### src/design/hftl_pkg.sv
`timescale 1ns / 1ps
`default_nettype none
// ----------------------------------------------------------------------------
// hftl_pkg
// Item types, register indexes, numeric constants and a 32-bit saturation function of the hair strand stepper.
// ----------------------------------------------------------------------------
package hftl_pkg;

    typedef struct packed {
        logic        cmd;
        logic [5:0]  index;
        logic signed [31:0] pos_x;
        logic signed [31:0] pos_y;
        logic signed [31:0] pos_z;
        logic [15:0] time_step;
        logic signed [31:0] force_x;
        logic signed [31:0] force_y;
        logic signed [31:0] force_z;
    } in_item_t;

    typedef struct packed {
        logic [5:0]  out_index;
        logic signed [31:0] new_x;
        logic signed [31:0] new_y;
        logic signed [31:0] new_z;
        logic        last;
    } out_item_t;

    typedef struct packed {
        logic        start;
        logic [63:0] num;
        logic [31:0] den;
    } div_req_t;

    localparam logic       CMD_WRITE = 1'b0;
    localparam logic [1:0] REG_COUNT = 2'd0;
    localparam logic [1:0] REG_LEN   = 2'd1;
    localparam logic [1:0] REG_GRAV  = 2'd2;
    localparam logic [1:0] REG_GAIN  = 2'd3;

    localparam logic signed [63:0] S32_MAX = 64'sd2147483647;
    localparam logic signed [63:0] S32_MIN = -64'sd2147483648;

    function automatic logic signed [31:0] sat32(input logic signed [63:0] v);
        if (v > S32_MAX)
            return 32'sh7fffffff;
        else if (v < S32_MIN)
            return 32'sh80000000;
        else
            return v[31:0];
    endfunction

endpackage
`default_nettype wire

### src/design/hftl_div.sv
`timescale 1ns / 1ps
`default_nettype none
// ----------------------------------------------------------------------------
// hftl_div
// Unsigned 64 by 32 restoring divider, one quotient bit per cycle.
// ----------------------------------------------------------------------------
module hftl_div
    import hftl_pkg::*;
(
    input  wire logic        clk,
    input  wire logic        rst_n,
    input  wire div_req_t    req,
    output logic             done,
    output logic [63:0]      quot
);
    logic [63:0] q_reg;
    logic [32:0] r_reg;
    logic [31:0] d_reg;
    logic [6:0]  cnt_reg;
    logic        busy_reg;
    logic        done_reg;
    logic [32:0] trial;
    logic [33:0] diff;

    assign trial = {r_reg[31:0], q_reg[63]};
    assign diff  = {1'b0, trial} - {2'b0, d_reg};

    always_ff @(posedge clk or negedge rst_n)
    begin
        if (!rst_n)
        begin
            busy_reg <= 1'b0;
            done_reg <= 1'b0;
            cnt_reg  <= '0;
        end
        else
        begin
            done_reg <= 1'b0;
            if (req.start)
            begin
                busy_reg <= 1'b1;
                cnt_reg  <= 7'd64;
            end
            else if (busy_reg)
            begin
                cnt_reg <= cnt_reg - 7'd1;
                if (cnt_reg == 7'd1)
                begin
                    busy_reg <= 1'b0;
                    done_reg <= 1'b1;
                end
            end
        end
    end

    always_ff @(posedge clk)
    begin
        if (req.start)
        begin
            q_reg <= req.num;
            r_reg <= '0;
            d_reg <= req.den;
        end
        else if (busy_reg)
        begin
            if (!diff[33])
            begin
                r_reg <= diff[32:0];
                q_reg <= {q_reg[62:0], 1'b1};
            end
            else
            begin
                r_reg <= trial;
                q_reg <= {q_reg[62:0], 1'b0};
            end
        end
    end

    assign done = done_reg;
    assign quot = q_reg;
endmodule
`default_nettype wire

### config.mk
export PLATFORM = sky130hd
export DESIGN_NAME = hftl_div
export DESIGN_NICKNAME = d
export VERILOG_FILES = /design/src/design/hftl_pkg.sv /design/src/design/hftl_div.sv
export SDC_FILE = /design/constraint.sdc
export NUM_CORES = 1
export LEC_CHECK = 0
export BUFFER_PORTS_ARGS = -buffer_cell sky130_fd_sc_hd__buf_4
export CAP_MARGIN = 10
export CORE_AREA = 2 2 125 127
export CTS_CLUSTER_SIZE = 14
export DETAILED_ROUTE_END_ITERATION = 10
export DIE_AREA = 0 0 127 129
export PLACE_DENSITY = 0.85
export SETUP_SLACK_MARGIN = 0.2
export SYNTH_ARGS = -nofsm -noshare
export SYNTH_HDL_FRONTEND = slang
export SYNTH_SLANG_ARGS = --single-unit
export TNS_END_PERCENT = 30
### constraint.sdc
create_clock -name clk -period 2.75 [get_ports clk]
set_input_delay 0.1375 -clock clk [delete_from_list [all_inputs] [get_ports clk]]
set_output_delay 0.1375 -clock clk [all_outputs]
set_load 0.02 [all_outputs]
Word-level counts from Yosys, hierarchy flattened. Cells that the tools add are included.

Logic and storage cells: 22. Output and inout port bits: 65. Bits in registers: 137. Input bits: 99.

Reductions and logical operators: 1. Eq/ne operators: 1. Mux-type cells: 12. $add $sub $neg: 2.

Operators with widths (number): 64-bit 2-to-1 mux (2); 33-bit by 32-bit subtractor with 34-bit output (1); 32-bit 2-to-1 mux (1); 7-bit 2-to-1 mux (2); 7-bit by 1-bit == test with 1-bit output (second input constant) (1); 1-bit 2-to-1 mux (7); 7-bit by 1-bit subtractor with 7-bit output (second input constant) (1); 2-bit nonzero test (1).

Depth between registers and ports, before layout. Gate-level depths: netlist (run 1).

Word-level depth: 4. Gate-level depth with buffers: 13. Gate-level depth less buffers: 13.

Least setup slack after synthesis (run 1). Ideal clock, no wire load.

Path type: flip-flop to flip-flop. Start point: register q_reg[63], in the netlist quot[63]. End point: register q_reg[0], in the netlist quot[0], data pin. Setup time: 260 ps. Cell stages (with the launch flop): 12. Data arrival time: 2675 ps. Path buffers: 1. Data required time: 2490 ps. Period minus slack after synthesis: 2935 ps. Path slack: -185 ps. Cells stage by stage: edfxtp_1 inv_1 ha_1 nor2b_1 o31a_1 o31a_1 a211o_1 a21oi_2 o31ai_2 a211o_1 buf_4 mux2_2.

Longest elaborated chain between the ends: 4.

RTL lines: from (decl) (RTL line hftl_div.sv:16) `logic [63:0] q_reg;`; from (signal assigned) (RTL line hftl_div.sv:60) `q_reg <= req.num;`; from (signal assigned) (RTL line hftl_div.sv:69) `q_reg <= {q_reg[62:0], 1'b1};`; from (signal assigned) (RTL line hftl_div.sv:74) `q_reg <= {q_reg[62:0], 1'b0};`; 33-bit by 32-bit subtractor with 34-bit output (RTL line hftl_div.sv:26) `assign diff = {1'b0, trial} - {2'b0, d_reg};`; 1-bit 2-to-1 mux (RTL line hftl_div.sv:66) `if (!diff[33])`; 64-bit 2-to-1 mux (RTL line hftl_div.sv:64) `else if (busy_reg)`; 64-bit 2-to-1 mux (RTL line hftl_div.sv:58) `if (req.start)`.

No other way between the ends. The select of a mux whose other input is x is not followed. A chain may end at the register's enable or synchronous reset.

Final worst setup path (run 1).
Start point: register d_reg[1]. End point: register q_reg[0], in the netlist quot[0], data pin.

Longest elaborated chain between the ends: 4.

RTL lines: from (decl) (RTL line hftl_div.sv:18) `logic [31:0] d_reg;`; from (signal assigned) (RTL line hftl_div.sv:62) `d_reg <= req.den;`; 33-bit by 32-bit subtractor with 34-bit output (RTL line hftl_div.sv:26); 1-bit 2-to-1 mux (RTL line hftl_div.sv:66); 64-bit 2-to-1 mux (RTL line hftl_div.sv:64); 64-bit 2-to-1 mux (RTL line hftl_div.sv:58).

No other way between the ends. The select of a mux whose other input is x is not followed.

==> results of run 1 <==
==> what timing repair did <==
action                                  in CTS  in global routing
endpoints found under the setup margin      33                 33
hold endpoints to repair                    47                  6
gates resized for setup                     13                  3
hold buffers                                39                  6
pin swaps                                   15                  1
==> Yosys cell counts (3+ instances only) <==
| master | n | area (sq um) |
|---|---|---|
| a211oi_1 | 26 | 195 |
| a21o_1 | 16 | 120 |
| a21oi_1 | 33 | 165 |
| a311oi_1 | 3 | 26.3 |
| a31oi_1 | 5 | 31.3 |
| and2_1 | 5 | 31.3 |
| and3_1 | 3 | 18.8 |
| buf_2 | 3 | 15.0 |
| buf_4 | 3 | 22.5 |
| clkbuf_1 | 23 | 86.3 |
| dfrtp_1 | 9 | 225 |
| dfxtp_1 | 32 | 641 |
| edfxtp_1 | 96 | 2880 |
| ha_1 | 34 | 425 |
| inv_1 | 41 | 154 |
| mux2_2 | 64 | 721 |
| mux2i_1 | 27 | 270 |
| nand2_1 | 24 | 90.1 |
| nand2b_1 | 4 | 25.0 |
| nand3_1 | 9 | 45.0 |
| nor2_1 | 52 | 195 |
| nor3_1 | 6 | 30.0 |
| nor3b_1 | 3 | 22.5 |
| o211ai_1 | 3 | 22.5 |
| o21a_1 | 5 | 37.5 |
| o21ai_0 | 14 | 70.1 |
| o21bai_1 | 5 | 37.5 |
| o31ai_1 | 4 | 30.0 |
| or2_2 | 4 | 25.0 |
| xnor2_1 | 20 | 175 |
| xor2_1 | 12 | 105 |
==> kinds of logic after synthesis <==
| family | after synthesis | synth area share |
|---|---|---|
| AO/OA/AOI/OAI | 134 | 0.127 |
| flip-flops | 137 | 0.520 |
| buffers and inverters | 70 | 0.0386 |
| XOR/XNOR | 32 | 0.0389 |
| multiplexers | 91 | 0.138 |
| adder cells (fa/ha/maj) | 35 | 0.0618 |
| AND/OR/NAND/NOR | 119 | 0.0762 |
==> worst max path at each step <==
stage / from / to / cells past startpoint
6_report: d_reg[1]$_DFFE_PP_ / quot[0]$_DFFE_PP_ / 11
3_5_place_dp: d_reg[1]$_DFFE_PP_ / r_reg[21]$_SDFFE_PP0P_ / 12
5_1_grt: d_reg[1]$_DFFE_PP_ / r_reg[15]$_SDFFE_PP0P_ / 12
3_3_place_gp: d_reg[1]$_DFFE_PP_ / r_reg[15]$_SDFFE_PP0P_ / 12
2_1_floorplan: quot[63]$_DFFE_PP_ / quot[0]$_DFFE_PP_ / 11
4_1_cts: d_reg[1]$_DFFE_PP_ / r_reg[6]$_SDFFE_PP0P_ / 12
==> metal layers <==
layer / GRT usage / wire, microns / up-vias
met2: 0.363 / 8400 / 170
met4: 0.0724 / 373 / 0
met5: 0 / 0 / -
li1: - / - / 2769
met1: 0.243 / 7190 / 2667
met3: 0.0836 / 1300 / 26
==> power by group through the flow <==
stage	Clock, mW	Combinational, mW	Sequential [mW]
2_1_floorplan	0	2.46	3.14
4_1_cts	2.49	3.90	3.01
6_report	2.45	3.95	3.01
3_5_place_dp	0	3.79	3.03
5_1_grt	2.57	4.32	3.06
3_3_place_gp	0	3.70	3.02
==> worst max-delay path, cell delays in order, from the launching register on <==
cell	delay [ps]
edfxtp_1	370
inv_2	70
ha_1	210
nor2b_1	140
o31a_1	270
o31a_1	310
a211o_1	290
a21oi_2	170
o31ai_2	90
a211o_1	320
buf_4	180
mux2_2	250
==> through the flow <==
stage | power (mW) | setup WS (ps)
floorplan | 5.61 | -100
global placement | 6.73 | -81.7
detailed placement | 6.82 | -193
CTS | 9.39 | -176
global route | 9.96 | -294
finish | 9.41 | -183
==> layout make-up <==
| type | instances | area, sq um | share of cell area |
|---|---|---|---|
| clock buffers | 19 | 433 | 0.0430 |
| clock inverters | 13 | 195 | 0.0194 |
| inverters | 41 | 154 | 0.0153 |
| multi-input cells | 411 | 3220 | 0.320 |
| flip-flops and latches | 137 | 3750 | 0.372 |
| well taps | 188 | 235 | 0.0234 |
| repair buffers | 256 | 2080 | 0.207 |
==> summary.md, run 1 <==
| Metric | Value |
|---|---|
| Status | `finished, violations left` |
| Violated checks | `negative setup slack` |
| Antenna-violating nets left | `0` |
| Setup_tns | `-3510 ps` |
| Vias per cell | `5.29` |
| Critical path capture point type | `register` |
| Worst hold start | `req[83]` |
| Worst hold slack | `15.1 ps` |
| Share of total power in the clock network | `0.261` |
| Clock Sink Count | `137` |
| Max-Slew Margin vs Limit | `0.680` |
| Total grt overflow | `0` |
| Reg-to-reg setup timing slack | `-180 ps` |
| Post-route cell area | `10100 sq um` |
| Final nets | `998` |
| Die Ht | `129 microns` |
| Worst setup margin | `-183 ps` |
| WL/cell | `16.2 microns` |
| Psw | `3.18 mW` |
| Final Wtd Congestion | `0.899` |
| HP Class | `in -> reg` |
| Num ports | `164` |
| R2R depth | `11` |
| Pleak | `4.41 nW` |
| Sw frac | `0.338` |
| Reg2Reg Capture Point | `quot[0]$_DFFE_PP_` |
| Layout Utilization | `0.673` |
| Initial antenna violation count | `0` |
| H-Tree Level Count | `4` |
| Placement Rows | `45` |
| Drt drc | `0` |
| Worst Skew | `9.55 ps` |
| Pre-antenna DRT Iters | `5` |
| DP Cell Count | `988` |
| Syn. warnings | `0` |
| Most common cell after layout, fill and taps aside | `buf_4` |
| Root Driver | `clkbuf_16` |
| Area of the die | `16400 sq um` |
| First-pass GRT wire length | `27.3 mm` |
| Most frequent cells in the layout | `206 x buf_4, 96 x edfxtp_1, 64 x mux2_2` |
| Reg power frac | `0.320` |
| Share of layout cells above drive strength 1 | `0.369` |
| Minimum clock period | `2930 ps` |
| RSZ-0062 raised after global routing | `true` |
| WP data arrival | `3100 ps` |
| Logic pwr share | `0.420` |
| Post-synth EDFFs | `96` |
| Post-CTS Setup Repair Bufs | `0` |
| Core Area | `15000 sq um` |
| Hold path endpoint | `quot[51]$_DFFE_PP_` |
| Avg Inst Size Synth | `11.7 sq um` |
| Max frequency | `341 MHz` |
| Synth Instances | `618` |
| Die Wd | `127 microns` |
| Initial core utilization | `0.481` |
| Synth Register Bits | `137` |
| Slew @ Worst Pin | `480 ps` |
| Final HPWL DP | `11.9 mm` |
| Max FFs per register | `64` |
| Vias in the first global route | `5762` |
| Max FO, Critical Path | `4` |
| Hold Crit Depth | `2` |
| Cell Pwr Density | `934 nW/um^2` |
| Synth Cell Area | `7200 sq um` |
| Detailed-route wire length | `17.3 mm` |
| Filler cell count | `1082` |
| Crit Reg-Reg Startpoint | `d_reg[1]$_DFFE_PP_` |
| Total internal power | `6.23 mW` |
| Clk pin slew, worst setup/hold paths | `70 ps` |
| DP Area | `8940 sq um` |
| Maximum capacitance violations | `0` |
| Slew Limit Fails | `0` |
| Hold Fails Final Rpt | `0` |
| Antenna cells | `0` |
| Setup crit start kind | `register` |
| DR vias | `5632` |
| Post-Layout Cell Count | `1065` |
| Final setup viols | `30` |
| IO buf count | `163` |
| Area grow syn2layout | `39.8%` |
| Tot GR Track Use | `0.212` |
| DRT iter0 DRCs | `333` |
| Sequential share of the synthesized area | `0.520` |
| Final worst path period share | `1.07` |
| Worst-Skew Late Latency | `420 ps` |
| Peak VDD IR | `0.632 mV` |
| Ys async rst share | `0.0657` |
| Req. time, crit path | `2920 ps` |
| CTS tree | `built` |
| Syn Nets | `752` |
| Clock buffer depth | `2` |
| Num CTS Buffers | `17` |
| Worst Path Class, Setup | `reg -> reg` |
| Largest net degree at the start of global routing | `65` |
| Top_reg_cell synth | `edfxtp_1` |
| Netlist cell types | `53` |
Power figures use the tool's default switching activity.
==> run 2, diff against run 1 <==
- BUFFER_PORTS_ARGS: -buffer_cell sky130_fd_sc_hd__buf_4 -> -buffer_cell sky130_fd_sc_hd__buf_2
==> run 2 against run 1 <==
The flow still finishes with violations (negative setup slack). Worst hold slack better by 4.9 ps. Core utilization is 1.0 points lower. Clock skew is 2.6 ps higher. Clock power is 7% lower. Via count is 3.8% higher. Combinational power hardly changed. Cell count is 2.3% higher. Critical endpoint is now r_reg[1]$_SDFFE_PP0P_. Largest power group unchanged.
==> summary.md, run 2 (same netlist as run 1, synthesis figures left out) <==
| Metric | Value |
|---|---|
| Status | `finished, violations left` |
| Initial core utilization | `0.481 (unchanged)` |
| Pre-antenna DRT Iters | `5 (unchanged)` |
| Root Driver | `clkbuf_16` |
| First-pass GRT wire length | `28.9 mm (+5.8%)` |
| Area grow syn2layout | `37.7%` |
| Slew @ Worst Pin | `644 ps (+165 ps)` |
| Crit path from | `d_reg[1]$_DFFE_PP_` |
| Reg-to-reg setup timing slack | `-230 ps (-50 ps)` |
| Max-Slew Margin vs Limit | `0.570 (-0.110)` |
| CTS tree | `built` |
| Clock Sink Count | `137 (unchanged)` |
| Max FO, Critical Path | `4 (unchanged)` |
| HP Class | `in -> reg` |
| Largest net degree at the start of global routing | `65 (unchanged)` |
| Violated checks | `negative setup slack` |
| Reg power frac | `0.326 (+0.006)` |
| Total grt overflow | `0 (unchanged)` |
| IO buf count | `163 (unchanged)` |
| Num ports | `164 (unchanged)` |
| Clk pin slew, worst setup/hold paths | `70 ps (about the same)` |
| Final setup viols | `31 (+3.3%)` |
| Placement Rows | `45 (unchanged)` |
| Place WS | `-267 ps (-74.4 ps)` |
| Final HPWL DP | `11.7 mm (-1.7%)` |
| Slew Limit Fails | `0 (unchanged)` |
| Post-Layout Cell Count | `1090 (+2.3%)` |
| Post-route cell area | `9920 sq um (-1.5%)` |
| Most common cell after layout, fill and taps aside | `buf_2` |
| Power Total | `9.25 mW (-1.7%)` |
| Minimum clock period | `2980 ps (+51.6 ps)` |
| Logic pwr share | `0.427 (+0.007)` |
| Tot GR Track Use | `0.225 (+0.0136)` |
| Die Ht | `129 microns (unchanged)` |
| WL/cell | `16.7 microns (+2.8%)` |
| H-Tree Level Count | `4 (unchanged)` |
| Clock buffer depth | `2 (unchanged)` |
| Initial antenna violation count | `2 (+2)` |
| DRT iter0 DRCs | `352 (+5.7%)` |
| Drt drc | `0 (unchanged)` |
| Num CTS Buffers | `17 (unchanged)` |
| Worst Path Class, Setup | `reg -> reg` |
| R2R depth | `12 (+1)` |
| Worst setup margin | `-234 ps (-51.6 ps)` |
| RSZ-0062 raised after global routing | `true` |
| Max frequency | `335 MHz (-1.7%)` |
| Reg2Reg Capture Point | `r_reg[1]$_SDFFE_PP0P_` |
| Worst-Skew Late Latency | `430 ps (about the same)` |
| Share of layout cells above drive strength 1 | `0.368 (-0.00166)` |
| Final nets | `1021 (+2.3%)` |
| Final worst path period share | `1.09 (+0.0188)` |
| Share of total power in the clock network | `0.247 (-0.014)` |
| Psw | `3.39 mW (+6.7%)` |
| DP Area | `8490 sq um (-5.0%)` |
| Max FFs per register | `64 (unchanged)` |
| Crit Reg-Reg Startpoint | `d_reg[1]$_DFFE_PP_` |
| WP data arrival | `3300 ps (+200 ps)` |
| End of the critical path | `r_reg[1]$_SDFFE_PP0P_` |
| Req. time, crit path | `3060 ps (+140 ps)` |
| Antenna-violating nets left | `0 (unchanged)` |
| Die Wd | `127 microns (unchanged)` |
| Sw frac | `0.367 (+0.0289)` |
| Maximum capacitance violations | `0 (unchanged)` |
| Critical path capture point type | `register` |
| Vias per cell | `5.36 (+1.4%)` |
| DR vias | `5845 (+3.8%)` |
| Most frequent cells in the layout | `162 x buf_2, 96 x edfxtp_1, 70 x dlygate4sd3_1` |
| Worst Skew | `12.2 ps (+2.61 ps)` |
| Pleak | `4.36 nW (-1.2%)` |
| Area of the die | `16400 sq um (unchanged)` |
| Hold Fails Final Rpt | `0 (unchanged)` |
| DP Cell Count | `984 (-0.40%)` |
| Peak VDD IR | `0.560 mV (-11%)` |
| Setup crit start kind | `register` |
| Core Area | `15000 sq um (unchanged)` |
| Total internal power | `5.86 mW (-6.0%)` |
| Vias in the first global route | `6057 (+5.1%)` |
| Detailed-route wire length | `18.2 mm (+5.2%)` |
| Final Wtd Congestion | `0.887 (-1.4%)` |
| Cell Pwr Density | `932 nW/um^2 (-0.18%)` |
[run 2: changes by cell type in the layout (fill, tap and decap cells not counted), sizes merged]
cell / delta
buf: -2
bufinv: -4
clkbuf: -2
clkinv: +3
diode: +2
dlygate4sd3: +25
inv: +3
[run 2: routing by layer]
layer	part of all wire	track usage	vias to the layer above	routed length (microns)
met5	0	0	-	0
met2	0.49	0.385	225	8890
met1	0.42	0.262	2755	7550
met4	0.029	0.0924	0	518
li1	-	-	2823	-
met3	0.066	0.0748	42	1200
[run 2: worst min-delay path by stage]
stage / from / end / slack [ps] / depth (start not counted)
floorplan: rst_n / busy_reg$_DFF_PN0_ / -160 / 0
global placement: rst_n / done$_DFF_PN0_ / -3 / 1
detailed placement: rst_n / done$_DFF_PN0_ / -0.5 / 1
CTS: req[66] / quot[34]$_DFFE_PP_ / 0.5 / 2
global route: req[86] / quot[54]$_DFFE_PP_ / -2 / 2
finish: req[85] / quot[53]$_DFFE_PP_ / 20 / 2
[run 2: what timing repair did]
action | 4_1_cts | 5_1_grt
gates cloned | 0 | 0
pin swaps | 7 | 29
buffers inserted | 0 | 2
resized for setup | 7 | 21
hold buffers | 69 | 1
setup endpoints to repair | 33 | 33
endpoints found under the hold margin | 77 | 1
[run 2: per-stage QoR]
stage	hold slack, ps	utilization	TNS, ps
final	19.9	0.663	-3350
after global routing	-1.62	0.663	-7630
after CTS	0.547	0.655	-5250
after detailed placement	-0.510	0.567	-5730
after global placement	-3.33	0.567	-2660
after floorplan	-158	-	-928
[run 2: cell type report]
class / count / area, sq um
well taps: 188 / 235
multi-input cells: 411 / 3270
clock buffers: 17 / 425
repair buffers: 279 / 1910
flip-flops and latches: 137 / 3750
inverters: 41 / 154
fillers: 1089 / 5050
clock inverters: 15 / 179
diodes: 2 / 5.00
[run 2: power by group through the flow]
stage,clock [mW],combinational (mW),sequential (mW)
floorplan,0,2.46,3.14
global placement,0,3.56,3.02
detailed placement,0,3.67,3.02
CTS,2.32,3.81,3.00
global route,2.42,4.32,3.07
finish,2.28,3.95,3.02
[run 2: worst max-delay path, stage by stage (launching register included)]
cell	delay, ps
edfxtp_1	380
inv_2	100
ha_4	200
nor2b_4	120
o31a_1	270
o31a_1	280
a211o_1	290
a21oi_2	160
o31ai_2	80
a211o_1	350
buf_6	170
mux2i_1	150
a211oi_1	300
==> run 3, diff against run 2 <==
==> constraint.sdc (replaced) <==
create_clock -name clk -period 2.75 [get_ports clk]
set_input_delay 0.275 -clock clk [delete_from_list [all_inputs] [get_ports clk]]
set_output_delay 0.275 -clock clk [all_outputs]
set_load 0.02 [all_outputs]
==> run 3 against run 2 <==
The run still ends with negative setup slack left. Cell count shrank 6.0%. Setup slack gained 0.55 ps. Sequential cell count is the same. Critical path depth shrank 1. Total power is 2.6% higher. First-iteration DRC count decreased by 34%. Sequential power is essentially flat. Sequential share of layout area is 2.3 points higher.
==> summary.md, run 3 (same netlist as run 1, synthesis figures left out) <==
| Metric | Value |
|---|---|
| Detailed-route wire length | `16.5 mm (-9.0%)` |
| CP Cell Sequence | `inv_2, ha_4, nor2b_4, o31a_1, o31a_1, a211o_1, a21oi_2, o31ai_2, a211o_4, buf_4, mux2_2` |
| Pleak | `4.14 nW (-5.1%)` |
| Vias in the first global route | `5749 (-5.1%)` |
| Slew Limit Fails | `0 (unchanged)` |
| Cell Pwr Density | `1020 nW/um^2 (+9.0%)` |
| Minimum clock period | `2980 ps (-0.553 ps)` |
| Max FFs per register | `64 (unchanged)` |
| Crit Reg-Reg Startpoint | `d_reg[1]$_DFFE_PP_` |
| Layout Utilization | `0.624 (-0.0388)` |
| Hold Fails Final Rpt | `0 (unchanged)` |
| Die Wd | `127 microns (unchanged)` |
| Maximum capacitance violations | `0 (unchanged)` |
| Delay-heaviest family, CP | `compound AO/OA/AOI/OAI gates` |
| Critical path capture point type | `register` |
| Initial antenna violation count | `1 (-1)` |
| DR vias | `5520 (-5.6%)` |
| Total grt overflow | `0 (unchanged)` |
| WL/cell | `16.1 microns (-3.3%)` |
| Hold path endpoint | `d_reg[1]$_DFFE_PP_` |
| Worst path most repeated cell | `o31a_1` |
| Most frequent cells in the layout | `162 x buf_2, 96 x edfxtp_1, 64 x mux2_2` |
| Psw | `3.37 mW (-0.71%)` |
| Initial core utilization | `0.481 (unchanged)` |
| Total internal power | `6.12 mW (+4.5%)` |
| Reg-to-reg setup timing slack | `-230 ps (about the same)` |
| Drt drc | `0 (unchanged)` |
| R2R depth | `11 (-1)` |
| Post-route cell area | `9340 sq um (-5.9%)` |
| Largest stage delay, worst path | `380 ps (about the same)` |
| H-Tree Level Count | `4 (unchanged)` |
| DP Area | `8520 sq um (+0.32%)` |
| Clock Sink Count | `137 (unchanged)` |
| Num ports | `164 (unchanged)` |
| Violated checks | `negative setup slack` |
| Setup crit start kind | `register` |
| Slew @ Worst Pin | `470 ps (-175 ps)` |
| Final Wtd Congestion | `0.904 (+2.0%)` |
| Logic pwr share | `0.428 (about the same)` |
| Reg power frac | `0.317 (-0.009)` |
| Area grow syn2layout | `29.7%` |
| Max-Slew Margin vs Limit | `0.682 (+0.112)` |
| Placement Rows | `45 (unchanged)` |
| Share of total power in the clock network | `0.255 (+0.008)` |
| Sw frac | `0.355 (-0.0118)` |
| Root Driver | `clkbuf_16` |
| Final setup viols | `31 (unchanged)` |
| Worst-Skew Late Latency | `430 ps (about the same)` |
| Num CTS Buffers | `17 (unchanged)` |
| WP data arrival | `3170 ps (-130 ps)` |
| Area of the die | `16400 sq um (unchanged)` |
| Core Area | `15000 sq um (unchanged)` |
| Worst setup margin | `-234 ps (+0.553 ps)` |
| IO buf count | `163 (unchanged)` |
| Tot GR Track Use | `0.207 (-0.0182)` |
| Crit path max-delay cell type | `a211o_4` |
| Max frequency | `335 MHz (about the same)` |
| RSZ-0062 raised after global routing | `true` |
| Hold Crit Depth | `1 (-1)` |
| Clock buffer depth | `2 (unchanged)` |
| Most common cell after layout, fill and taps aside | `buf_2` |
| Clk pin slew, worst setup/hold paths | `70 ps (about the same)` |
| Worst Skew | `8.82 ps (-3.35 ps)` |
| HP Class | `in -> reg` |
| Final HPWL DP | `11.8 mm (+1.1%)` |
| CTS tree | `built` |
| Peak VDD IR | `0.632 mV (+13%)` |
| Buf/Inv on CP | `2 (unchanged)` |
| Worst Path Class, Setup | `reg -> reg` |
| Largest net degree at the start of global routing | `65 (unchanged)` |
| Pre-antenna DRT Iters | `4 (-1)` |
| Final nets | `957 (-6.3%)` |
| DRT iter0 DRCs | `234 (-34%)` |
| Req. time, crit path | `2930 ps (-130 ps)` |
| Max FO, Critical Path | `4 (unchanged)` |
| Antenna-violating nets left | `0 (unchanged)` |
| First-pass GRT wire length | `26.9 mm (-6.9%)` |
| Status | `finished, violations left` |
| Die Ht | `129 microns (unchanged)` |
| Reg2Reg Capture Point | `quot[0]$_DFFE_PP_` |
| Final worst path period share | `1.08 (about the same)` |
| Worst hold start | `req[1]` |
| Worst hold slack | `17.9 ps (-2.07 ps)` |
| Share of layout cells above drive strength 1 | `0.410 (+0.0425)` |
| Setup_tns | `-4240 ps (-890 ps)` |
| Vias per cell | `5.39 (+0.43%)` |
==> run 3: cell types whose count changed in the layout (fill, tap and decap cells not counted), sizes merged <==
cell,change
diode,-1
inv,+4
clkbuf,+1
clkinv,-5
buf,+4
clkinvlp,-1
bufinv,+2
dlygate4sd3,-69
==> run 3: worst register-to-register path: stages (launching register included) <==
cell and delay (ps):
edfxtp_1 370, inv_2 90, ha_4 200, nor2b_4 120, o31a_1 270, o31a_1 320, a211o_1 300, a21oi_2 170
o31ai_2 90, a211o_4 380, buf_4 170, mux2_2 260
==> run 3: how the worst max path moves through the flow <==
stage,slack (ps),to,start,cells past startpoint
global placement,-90,r_reg[29]$_SDFFE_PP0P_,d_reg[1]$_DFFE_PP_,12
finish,-230,quot[0]$_DFFE_PP_,d_reg[1]$_DFFE_PP_,11
detailed placement,-220,r_reg[21]$_SDFFE_PP0P_,d_reg[1]$_DFFE_PP_,12
floorplan,-100,quot[0]$_DFFE_PP_,quot[63]$_DFFE_PP_,11
global route,-330,r_reg[8]$_SDFFE_PP0P_,d_reg[1]$_DFFE_PP_,12
CTS,-210,quot[0]$_DFFE_PP_,d_reg[1]$_DFFE_PP_,11
==> run 3: power groups by stage <==
| stage | logic, mW | registers, mW | clock network [mW] |
|---|---|---|---|
| after floorplan | 2.46 | 3.14 | 0 |
| after detailed placement | 3.68 | 3.03 | 0 |
| after global routing | 4.46 | 3.06 | 2.53 |
| after global placement | 3.58 | 3.01 | 0 |
| final | 4.07 | 3.01 | 2.42 |
| after CTS | 3.77 | 3.00 | 2.45 |
==> run 3: routing by layer <==
layer / global-route usage / up-vias / part of all wire
li1: - / 2690 / -
met1: 0.241 / 2608 / 0.42
met2: 0.360 / 194 / 0.49
met3: 0.0686 / 28 / 0.068
met4: 0.0750 / 0 / 0.022
met5: 0 / - / 0
==> run 3: what timing repair did <==
action | in CTS | in global routing
pin swaps | 4 | 18
hold buffers | 1 | 0
endpoints found under the setup margin | 33 | 33
buffers inserted | 1 | 3
gates cloned | 0 | 1
gates resized for setup | 7 | 29
endpoints found under the hold margin | 9 | 0
==> run 3: area by class of cell <==
class	instances	area, sq um
fillers	1160	5630
repair buffers	215	1290
multi-input cells	411	3290
flip-flops and latches	137	3750
diodes	1	2.50
clock inverters	15	200
inverters	41	154
clock buffers	17	425
well taps	188	235
==> run 3: stage by stage <==
stage                     total power [mW]  instances  setup WS [ps]
final                                 9.49       1025           -234
after global routing                  10.1       1025           -327
after CTS                             9.23       1020           -212
after detailed placement              6.70        986           -219
after global placement                6.59        986          -95.0
after floorplan                       5.61        618           -100
